### config.mk
export PLATFORM = sky130hd
export DESIGN_NAME = base64url_stream_codec
export DESIGN_NICKNAME = d
export VERILOG_FILES = /design/src/hw/rtl/b64s_pkg.sv /design/src/hw/rtl/b64s_step.sv /design/src/hw/rtl/b64s_rq.sv /design/src/hw/rtl/base64url_stream_codec.sv
export SDC_FILE = /design/constraint.sdc
export NUM_CORES = 1
export LEC_CHECK = 0
export BUFFER_PORTS_ARGS = -buffer_cell sky130_fd_sc_hd__buf_2
export CORE_MARGIN = 10
export CORE_UTILIZATION = 50
export DETAILED_ROUTE_END_ITERATION = 12
export PLACE_DENSITY = 0.78
export SLEW_MARGIN = 0
export SYNTH_ARGS = -nofsm -noshare
export SYNTH_HDL_FRONTEND = slang
export SYNTH_SLANG_ARGS = --single-unit
### constraint.sdc
create_clock -name clk -period 5.1 [get_ports clk]
set_clock_uncertainty 0.1 [all_clocks]
set_input_delay 0.51 -clock clk [delete_from_list [all_inputs] [get_ports clk]]
set_output_delay 0.51 -clock clk [all_outputs]
set_load 0.005 [all_outputs]
### src/hw/rtl/b64s_pkg.sv
package b64s_pkg;

  localparam int RES_MAX = 3;
  localparam int QDEPTH  = 4;
  localparam int QAW     = $clog2(QDEPTH);
  localparam int QCW     = $clog2(QDEPTH + 1);

  localparam logic [20:0] COUNT_MAX   = 21'h1FFFFF;
  localparam logic [20:0] MAX_BYTES_RST = 21'd262144;

  localparam logic        DIR_ENCODE = 1'b0;
  localparam logic        DIR_DECODE = 1'b1;

  localparam logic        CFG_DIRECTION = 1'b0;
  localparam logic        CFG_MAX_BYTES = 1'b1;

  localparam logic [1:0]  STATUS_OK       = 2'd0;
  localparam logic [1:0]  STATUS_BAD_CHAR = 2'd1;
  localparam logic [1:0]  STATUS_TOO_LONG = 2'd2;

  typedef struct packed {
    logic [7:0] data;
    logic       dvalid;
    logic       last;
    logic [1:0] status;
  } b64s_res_t;

  typedef struct packed {
    logic [15:0] acc;
    logic [3:0]  pend;
    logic [20:0] count;
    logic        drop;
  } b64s_state_t;

endpackage

### src/hw/rtl/b64s_step.sv
module b64s_step
  import b64s_pkg::*;
(
  input  logic        dir,
  input  logic [20:0] max_bytes,
  input  logic [7:0]  data,
  input  logic        last,
  input  b64s_state_t st,
  output b64s_state_t st_nxt,
  output b64s_res_t   res [RES_MAX],
  output logic [1:0]  res_n
);

  function automatic logic [7:0] enc_char(input logic [5:0] v);
    logic [7:0] c;
    if (v < 6'd26) begin
      c = 8'd65 + {2'b00, v};
    end else if (v < 6'd52) begin
      c = 8'd71 + {2'b00, v};
    end else if (v < 6'd62) begin
      c = {2'b00, v} - 8'd4;
    end else if (v == 6'd62) begin
      c = 8'd45;
    end else begin
      c = 8'd95;
    end
    return c;
  endfunction

  // {ok, sextet}
  function automatic logic [6:0] dec_char(input logic [7:0] c);
    logic [6:0] r;
    if (c >= 8'd65 && c <= 8'd90) begin
      r = {1'b1, 6'(c - 8'd65)};
    end else if (c >= 8'd97 && c <= 8'd122) begin
      r = {1'b1, 6'(c - 8'd71)};
    end else if (c >= 8'd48 && c <= 8'd57) begin
      r = {1'b1, 6'(c + 8'd4)};
    end else if (c == 8'd45) begin
      r = {1'b1, 6'd62};
    end else if (c == 8'd95) begin
      r = {1'b1, 6'd63};
    end else begin
      r = 7'd0;
    end
    return r;
  endfunction

  logic [15:0] acc_e;
  logic [4:0]  p8, p1, p2;
  logic [15:0] sh1, sh2;
  logic        two, flush;
  logic [3:0]  pf;
  logic [2:0]  fl_amt;
  logic [5:0]  fl_ch;

  logic [6:0]  sx;
  logic [15:0] acc_d;
  logic [4:0]  p6, pd;
  logic        byte_done, too_long;
  logic [20:0] cnt_inc;
  logic [15:0] shd;

  always_comb begin
    acc_e  = {st.acc[7:0], data};
    p8     = {1'b0, st.pend} + 5'd8;
    p1     = p8 - 5'd6;
    sh1    = acc_e >> p1;
    two    = (p1 >= 5'd6);
    p2     = p1 - 5'd6;
    sh2    = acc_e >> p2;
    pf     = two ? p2[3:0] : p1[3:0];
    flush  = last && (pf != 4'd0) && (pf < 4'd6);
    fl_amt = 3'd6 - pf[2:0];
    fl_ch  = acc_e[5:0] << fl_amt;

    sx        = dec_char(data);
    acc_d     = {st.acc[9:0], sx[5:0]};
    p6        = {1'b0, st.pend} + 5'd6;
    byte_done = (p6 >= 5'd8);
    pd        = p6 - 5'd8;
    cnt_inc   = (st.count == COUNT_MAX) ? st.count : st.count + 21'd1;
    too_long  = (cnt_inc > max_bytes);
    shd       = acc_d >> pd;
  end

  always_comb begin
    st_nxt = st;
    for (int k = 0; k < RES_MAX; k++) begin
      res[k] = '0;
    end
    res_n = 2'd0;

    if (st.drop) begin
      if (last) begin
        st_nxt = '0;
      end
    end else if (dir == DIR_ENCODE) begin
      st_nxt.acc  = acc_e;
      st_nxt.pend = pf;
      res[0] = '{data: enc_char(sh1[5:0]), dvalid: 1'b1, last: 1'b0, status: STATUS_OK};
      res_n  = 2'd1;
      if (two) begin
        res[1] = '{data: enc_char(sh2[5:0]), dvalid: 1'b1, last: 1'b0, status: STATUS_OK};
        res_n  = 2'd2;
      end
      if (flush) begin
        if (two) begin
          res[2] = '{data: enc_char(fl_ch), dvalid: 1'b1, last: 1'b1, status: STATUS_OK};
          res_n  = 2'd3;
        end else begin
          res[1] = '{data: enc_char(fl_ch), dvalid: 1'b1, last: 1'b1, status: STATUS_OK};
          res_n  = 2'd2;
        end
      end else if (last) begin
        if (two) begin
          res[1].last = 1'b1;
        end else begin
          res[0].last = 1'b1;
        end
      end
      if (last) begin
        st_nxt = '0;
      end
    end else begin
      if (!sx[6]) begin
        res[0] = '{data: 8'd0, dvalid: 1'b0, last: 1'b1, status: STATUS_BAD_CHAR};
        res_n  = 2'd1;
        st_nxt = '0;
        st_nxt.drop = !last;
      end else if (byte_done && too_long) begin
        res[0] = '{data: 8'd0, dvalid: 1'b0, last: 1'b1, status: STATUS_TOO_LONG};
        res_n  = 2'd1;
        st_nxt = '0;
        st_nxt.drop = !last;
      end else begin
        st_nxt.acc  = acc_d;
        st_nxt.pend = byte_done ? pd[3:0] : p6[3:0];
        if (byte_done) begin
          st_nxt.count = cnt_inc;
          res[0] = '{data: shd[7:0], dvalid: 1'b1, last: last, status: STATUS_OK};
          res_n  = 2'd1;
        end else if (last) begin
          res[0] = '{data: 8'd0, dvalid: 1'b0, last: 1'b1, status: STATUS_OK};
          res_n  = 2'd1;
        end
        if (last) begin
          st_nxt = '0;
        end
      end
    end
  end

endmodule

### src/hw/rtl/b64s_rq.sv
module b64s_rq
  import b64s_pkg::*;
(
  input  logic             clk,
  input  logic             rst_n,
  input  logic [1:0]       push_n,
  input  b64s_res_t        push_res [RES_MAX],
  input  logic             pop,
  output b64s_res_t        head,
  output logic [QCW-1:0]   cnt
);

  b64s_res_t        q_mem_r [QDEPTH];
  logic [QAW-1:0]   wr_ptr_r, wr_ptr_nxt;
  logic [QAW-1:0]   rd_ptr_r, rd_ptr_nxt;
  logic [QCW-1:0]   cnt_r, cnt_nxt;

  always_comb begin
    wr_ptr_nxt = wr_ptr_r + QAW'(push_n);
    rd_ptr_nxt = rd_ptr_r + QAW'(pop);
    cnt_nxt    = cnt_r + QCW'(push_n) - QCW'(pop);
  end

  always_ff @(posedge clk) begin
    if (!rst_n) begin
      wr_ptr_r <= '0;
      rd_ptr_r <= '0;
      cnt_r    <= '0;
    end else begin
      wr_ptr_r <= wr_ptr_nxt;
      rd_ptr_r <= rd_ptr_nxt;
      cnt_r    <= cnt_nxt;
    end
  end

  always_ff @(posedge clk) begin
    for (int k = 0; k < RES_MAX; k++) begin
      if (k < int'(push_n)) begin
        q_mem_r[wr_ptr_r + QAW'(k)] <= push_res[k];
      end
    end
  end

  assign head = q_mem_r[rd_ptr_r];
  assign cnt  = cnt_r;

`ifndef ASSERT_OFF
  a_cnt_bound: assert property (@(posedge clk) disable iff (!rst_n)
    cnt_r <= QCW'(QDEPTH))
    else $error("result queue over depth");

  a_push_room: assert property (@(posedge clk) disable iff (!rst_n)
    push_n != 2'd0 |-> (int'(cnt_r) - int'(pop) + int'(push_n)) <= QDEPTH)
    else $error("push without room");

  a_pop_nonempty: assert property (@(posedge clk) disable iff (!rst_n)
    pop |-> cnt_r != '0)
    else $error("pop from empty queue");

  a_reset_empty: assert property (@(posedge clk)
    rst_n && $past(!rst_n) |-> cnt_r == '0)
    else $error("queue not empty after reset");
`endif

endmodule

### src/hw/rtl/base64url_stream_codec.sv
// Channel  Dir  Handshake                  Payload
// in_      in   in_tvalid / in_tready      in_tdata, in_tlast
// out_     out  out_tvalid / out_tready    out_tdata, out_tuser, out_tlast
// cfg_     in   cfg_valid / cfg_ready      cfg_index, cfg_data
//
// Each item passes an input register, then one pass of step logic pushes its
// 0..3 results into a 4-entry result queue; the item waits in the input
// register while the queue lacks room for three results. One item per cycle
// while items yield one result and out_tready is high; the queue drains one
// result per cycle while out_tready is high, so encoding throughput is one
// result per cycle. Synchronous active-low reset clears control and message state.
// out_tready low holds the queue, after which in_tready drops; cfg is always ready.
module base64url_stream_codec
  import b64s_pkg::*;
(
  input  logic        clk,
  input  logic        rst_n,

  input  logic        in_tvalid,
  output logic        in_tready,
  input  logic [7:0]  in_tdata,   // [7:0] data_in
  input  logic        in_tlast,

  output logic        out_tvalid,
  input  logic        out_tready,
  output logic [7:0]  out_tdata,  // [7:0] data_out
  output logic [2:0]  out_tuser,  // [0] data_valid, [2:1] status
  output logic        out_tlast,

  input  logic        cfg_valid,
  output logic        cfg_ready,
  input  logic        cfg_index,
  input  logic [20:0] cfg_data
);

  logic        dir_r;
  logic [20:0] max_bytes_r;

  logic        s1_vld_r, s1_vld_nxt;
  logic [7:0]  s1_data_r;
  logic        s1_last_r;

  b64s_state_t st_r, st_nxt, st_step;
  b64s_res_t   step_res [RES_MAX];
  logic [1:0]  step_n;
  logic [1:0]  push_n;

  b64s_res_t      head;
  logic [QCW-1:0] q_cnt;
  logic           pop, fire, in_acc;

  assign cfg_ready = 1'b1;

  always_ff @(posedge clk) begin
    if (!rst_n) begin
      dir_r       <= DIR_ENCODE;
      max_bytes_r <= MAX_BYTES_RST;
    end else if (cfg_valid) begin
      case (cfg_index)
        CFG_DIRECTION: dir_r       <= cfg_data[0];
        CFG_MAX_BYTES: max_bytes_r <= cfg_data;
        default:       dir_r       <= dir_r;
      endcase
    end
  end

  assign pop        = out_tvalid && out_tready;
  assign fire       = s1_vld_r &&
                      (int'(q_cnt) - int'(pop) <= QDEPTH - RES_MAX);
  assign in_tready  = !s1_vld_r || fire;
  assign in_acc     = in_tvalid && in_tready;
  assign s1_vld_nxt = in_acc || (s1_vld_r && !fire);
  assign push_n     = fire ? step_n : 2'd0;
  assign st_nxt     = fire ? st_step : st_r;

  always_ff @(posedge clk) begin
    if (!rst_n) begin
      s1_vld_r <= 1'b0;
      st_r     <= '0;
    end else begin
      s1_vld_r <= s1_vld_nxt;
      st_r     <= st_nxt;
    end
  end

  always_ff @(posedge clk) begin
    if (in_acc) begin
      s1_data_r <= in_tdata;
      s1_last_r <= in_tlast;
    end
  end

  b64s_step u_step (
    .dir       (dir_r),
    .max_bytes (max_bytes_r),
    .data      (s1_data_r),
    .last      (s1_last_r),
    .st        (st_r),
    .st_nxt    (st_step),
    .res       (step_res),
    .res_n     (step_n)
  );

  b64s_rq u_rq (
    .clk      (clk),
    .rst_n    (rst_n),
    .push_n   (push_n),
    .push_res (step_res),
    .pop      (pop),
    .head     (head),
    .cnt      (q_cnt)
  );

  assign out_tvalid = (q_cnt != '0);
  assign out_tdata  = head.data;
  assign out_tuser  = {head.status, head.dvalid};
  assign out_tlast  = head.last;

`ifndef ASSERT_OFF
  a_bare_is_last: assert property (@(posedge clk) disable iff (!rst_n)
    out_tvalid && !out_tuser[0] |-> out_tlast)
    else $error("bare result without end mark");

  a_status_on_end: assert property (@(posedge clk) disable iff (!rst_n)
    out_tvalid && out_tuser[2:1] != STATUS_OK |-> out_tlast && !out_tuser[0])
    else $error("error status on a data result");

  a_s1_hold: assert property (@(posedge clk) disable iff (!rst_n)
    s1_vld_r && !fire |=> s1_vld_r && $stable(s1_data_r) && $stable(s1_last_r))
    else $error("held item lost");

  a_end_clears: assert property (@(posedge clk) disable iff (!rst_n)
    fire && s1_last_r |=> st_r == '0)
    else $error("state not cleared at end of message");
`endif

endmodule
==> metrics.md <==
| Metric | Value |
|---|---|
| Global-route wire length before repair | a little under 50,000 microns |
| Lkg Pwr | ~4.1 nW |
| P&R area growth vs syn | 10.5% |
| Drt first pass iters | 6 |
| Distinct cells, synth | 91 |
| Reg area | roughly 2900 sq um |
| Top post-synthesis cells by area | edfxtp_1 14%, dfxtp_1 14%, ha_1 7.6% |
| Remaining antenna violation count | 0 |
| Min Tclk post-route | between 4 and 5 ns |
| Fillers | 1,865 |
| Via count | between 9,000 and 10,000 |
| # diodes | 0 |
| Number of global-route vias before repair | a little over 9,000 |
| Worst setup margin | between 0.3 and 0.4 ns |
| # DRC | 0 |
| Endpoints failing hold | 0 |
| Worst Setup End Kind | flip-flop |
| Psw | approximately 1.5 mW |
| RSZ-0062 raised after global routing | false |
| Crit start category | flip-flop |
| Core area | slightly above 20,000 sq um |
| Number of vias per cell | about 6.5 |
| Synth Cell Area | between 10,000 and 15,000 sq um |
| Deepest clock path buffer count | 2 |
| Post-synth EDFFs | 49 |
| IO Count | 51 |
| Combinational share of power | 38.4% |
| Critical Path RT | ~5.3 ns |
| Max Freq | between 0.2 and 0.25 GHz |
| Final period util | approximately 93% |
| Die area | roughly 26,000 sq um |
| Clk_lat worst skew | 0.43 ns |
| Largest net degree at the start of global routing | 60 |
| TritonCTS clock tree | yes |
| Drt wl/cell | 19.9 microns |
| Initial DRC count | between 1,000 and 1,500 |
| Total wire length after detailed routing | roughly 30,000 microns |
| DP Wirelength | around 22,000 microns |
| Hold_buf cts | 0 |
| Crit Path Category | flip-flop to flip-flop |
| Rel. slew slack | 27.6% |
| Port Buf Inserts | roughly 50 |
| Final setup viols | 0 |
| FF+latch count, synth | roughly 120 |
| Max VDD drop | 0.304 mV |
| GRT Residual Overflow | 0 |
| Clock group share of total power | around 29% |
| Final #Nets | around 1,300 |
| Multi-input logic area | ~6700 sq um |
| Starting Density | 50.5% |
| Slew Viols, Final | 0 |
| Die Y | about 160 microns |
| Fin Setup TNS | 0 ns |
| Post-synth top area share | between 10% and 20% |
| Register area share after synthesis | 28.8% |
| Synth area leader | edfxtp_1 |
| Top post-synthesis cells by count | 152 x nand2_1, 73 x dfxtp_1, 67 x inv_1 |
| Post-Syn Area per Cell | 8.50 sq um |
| Status | finished, final reports clean |
| H-tree Lvls | 4 |
| Max-cap viol count | 0 |
| Worst Tran Pin Value | approximately 1.1 ns |
| Reg power frac | roughly a third |
| Root Driver | clkbuf_16 |
| Pwr per Cell Area | 350 nW/um^2 |
| Top-count cell post-synth | nand2_1 |
| Layout cell share with drive strength beyond 1 | 14.1% |
| Synthesis Warnings | 0 |
| GPL Wtd Cong | 0.986 |
| Total global-route track usage | roughly 22% |
| Core Rows | 52 |
| Cts repair resizes | 0 |
| CTS Buf Count | 17 |
| Async S/R FF share, synth | 0% |
| Pint | between 2 and 2.5 mW |
| Clock-pin slew on the worst setup and hold paths | 0.06 ns |
| Arrival time of the worst setup path | 4.93 ns |
| Initial antenna violation count | 0 |
| Post-synth top flop | dfxtp_1 |
| Non-Filler Instances | about 1,500 |
| Clock sinks | 122 |
| Post-synthesis net count | 1,298 |
| Worst Path Max Fanout | 7 |
| Die outline width | 163 microns |
| Placement Setup Slack | about 0.52 ns |
| Inst Count DP | approximately 1,500 |
| Sw Ratio | 38.8% |
| Post-CTS setup repair buffer count | 0 |
| Post-Synthesis Cells | about 1,200 |
| HP Class | input pin to flip-flop |
cells by family after synthesis:
logic type | count (synthesis) | synth area share [%]
XOR/XNOR | 41 | 3.60
flip-flops | 122 | 28.8
adder cells (fa/ha/maj) | 63 | 7.81
other | 1 | 0.0368
multiplexers | 56 | 8.02
buffers and inverters | 140 | 5.66
AND/OR/NAND/NOR | 434 | 21.4
AO/OA/AOI/OAI | 342 | 24.7
worst paths after layout:
check | startpoint | to | slack (ns) | cells after the start
worst max-delay path | st_r[4]$_SDFFE_PN0P_ | u_rq.q_mem_r[3][9]$_DFFE_PP_ | 0.36 | 15
worst min-delay path | in_tdata[7] | s1_data_r[7]$_DFFE_PP_ | 0.16 | 1
worst max register to register | st_r[4]$_SDFFE_PN0P_ | u_rq.q_mem_r[3][9]$_DFFE_PP_ | 0.36 | 15
worst min register to register | u_rq.q_mem_r[3][1]$_SDFFE_PP0P_ | u_rq.q_mem_r[3][1]$_SDFFE_PP0P_ | 0.36 | 2
layout make-up:
type	count	area share (%)
Multi-Input combinational cell	937	59.4
Timing Repair Buffer	82	4.38
Tap cell	270	3.00
Clock buffer	18	3.81
Inverter	69	2.30
Sequential cell	122	26.1
Clock inverter	14	1.07
sequential cells by signal (all words and copies together) (netlist names):
signal and flops:
u_rq.wr_ptr_r 2, u_rq.q_mem_r 48, dir_r 1, s1_vld_r 1, u_rq.cnt 3, s1_last_r 1
max_bytes_r 21, u_rq.rd_ptr_r 2, s1_data_r 8, st_r 35
per-layer routing:
layer  vias to the layer above  global-route usage [%]  part of all wire [%]
met5                         -                       0                     0
met4                         0                    7.95                   3.0
met3                        76                    3.36                   7.9
met2                       490                    37.6                    48
met1                      4617                    28.8                    41
li1                       4581                       -                     -
power by group through the flow:
| stage | Sequential (mW) | Clock, mW | Combinational, mW |
|---|---|---|---|
| 2_1_floorplan | 1.20 | 0 | 1.12 |
| 3_3_place_gp | 1.28 | 0 | 1.45 |
| 3_5_place_dp | 1.29 | 0 | 1.47 |
| 4_1_cts | 1.26 | 1.17 | 1.49 |
| 5_1_grt | 1.28 | 1.21 | 1.65 |
| 6_report | 1.27 | 1.16 | 1.51 |
critical path, stage by stage (launching register included):
cell and delay [ns]:
dfxtp_1 0.42, and3_1 0.24, nand3_1 0.19, or4_1 0.66
nand2b_1 0.26, nor3_1 0.09, xor2_1 0.20, ha_1 0.28
a21oi_1 0.13, o21ai_0 0.11, a221oi_1 0.37, and3_1 0.25
or2_2 0.15, or4b_2 0.61, o211ai_1 0.30, a221o_1 0.24
stage by stage:
step	instance area (sq um)	hold WS (ns)	utilization, %	total power, mW
after floorplan	10200	0.333	-	2.32
after global placement	10700	0.342	53.1	2.73
after detailed placement	10700	0.348	53.1	2.76
after CTS	11300	0.144	55.8	3.92
after global routing	11300	0.153	55.8	4.14
final	11300	0.155	55.8	3.94
layout by cell type, fill, tap and decap left out, types with 22 or more instances in the layout:
| cell type | n |
|---|---|
| dfxtp_1 | 72 |
| nand3_1 | 47 |
| a21oi_1 | 44 |
| o221ai_1 | 24 |
| nor2_1 | 50 |
| buf_4 | 33 |
| edfxtp_1 | 49 |
| mux2i_1 | 31 |
| inv_1 | 67 |
| nand2_1 | 152 |
| buf_2 | 49 |
| o21ai_0 | 51 |
| nor2b_1 | 25 |
| xnor2_1 | 27 |
| a21boi_0 | 22 |
| ha_1 | 61 |
| nor3_1 | 42 |
| a22oi_1 | 34 |
No activity file was read; power rests on OpenSTA's default activity.
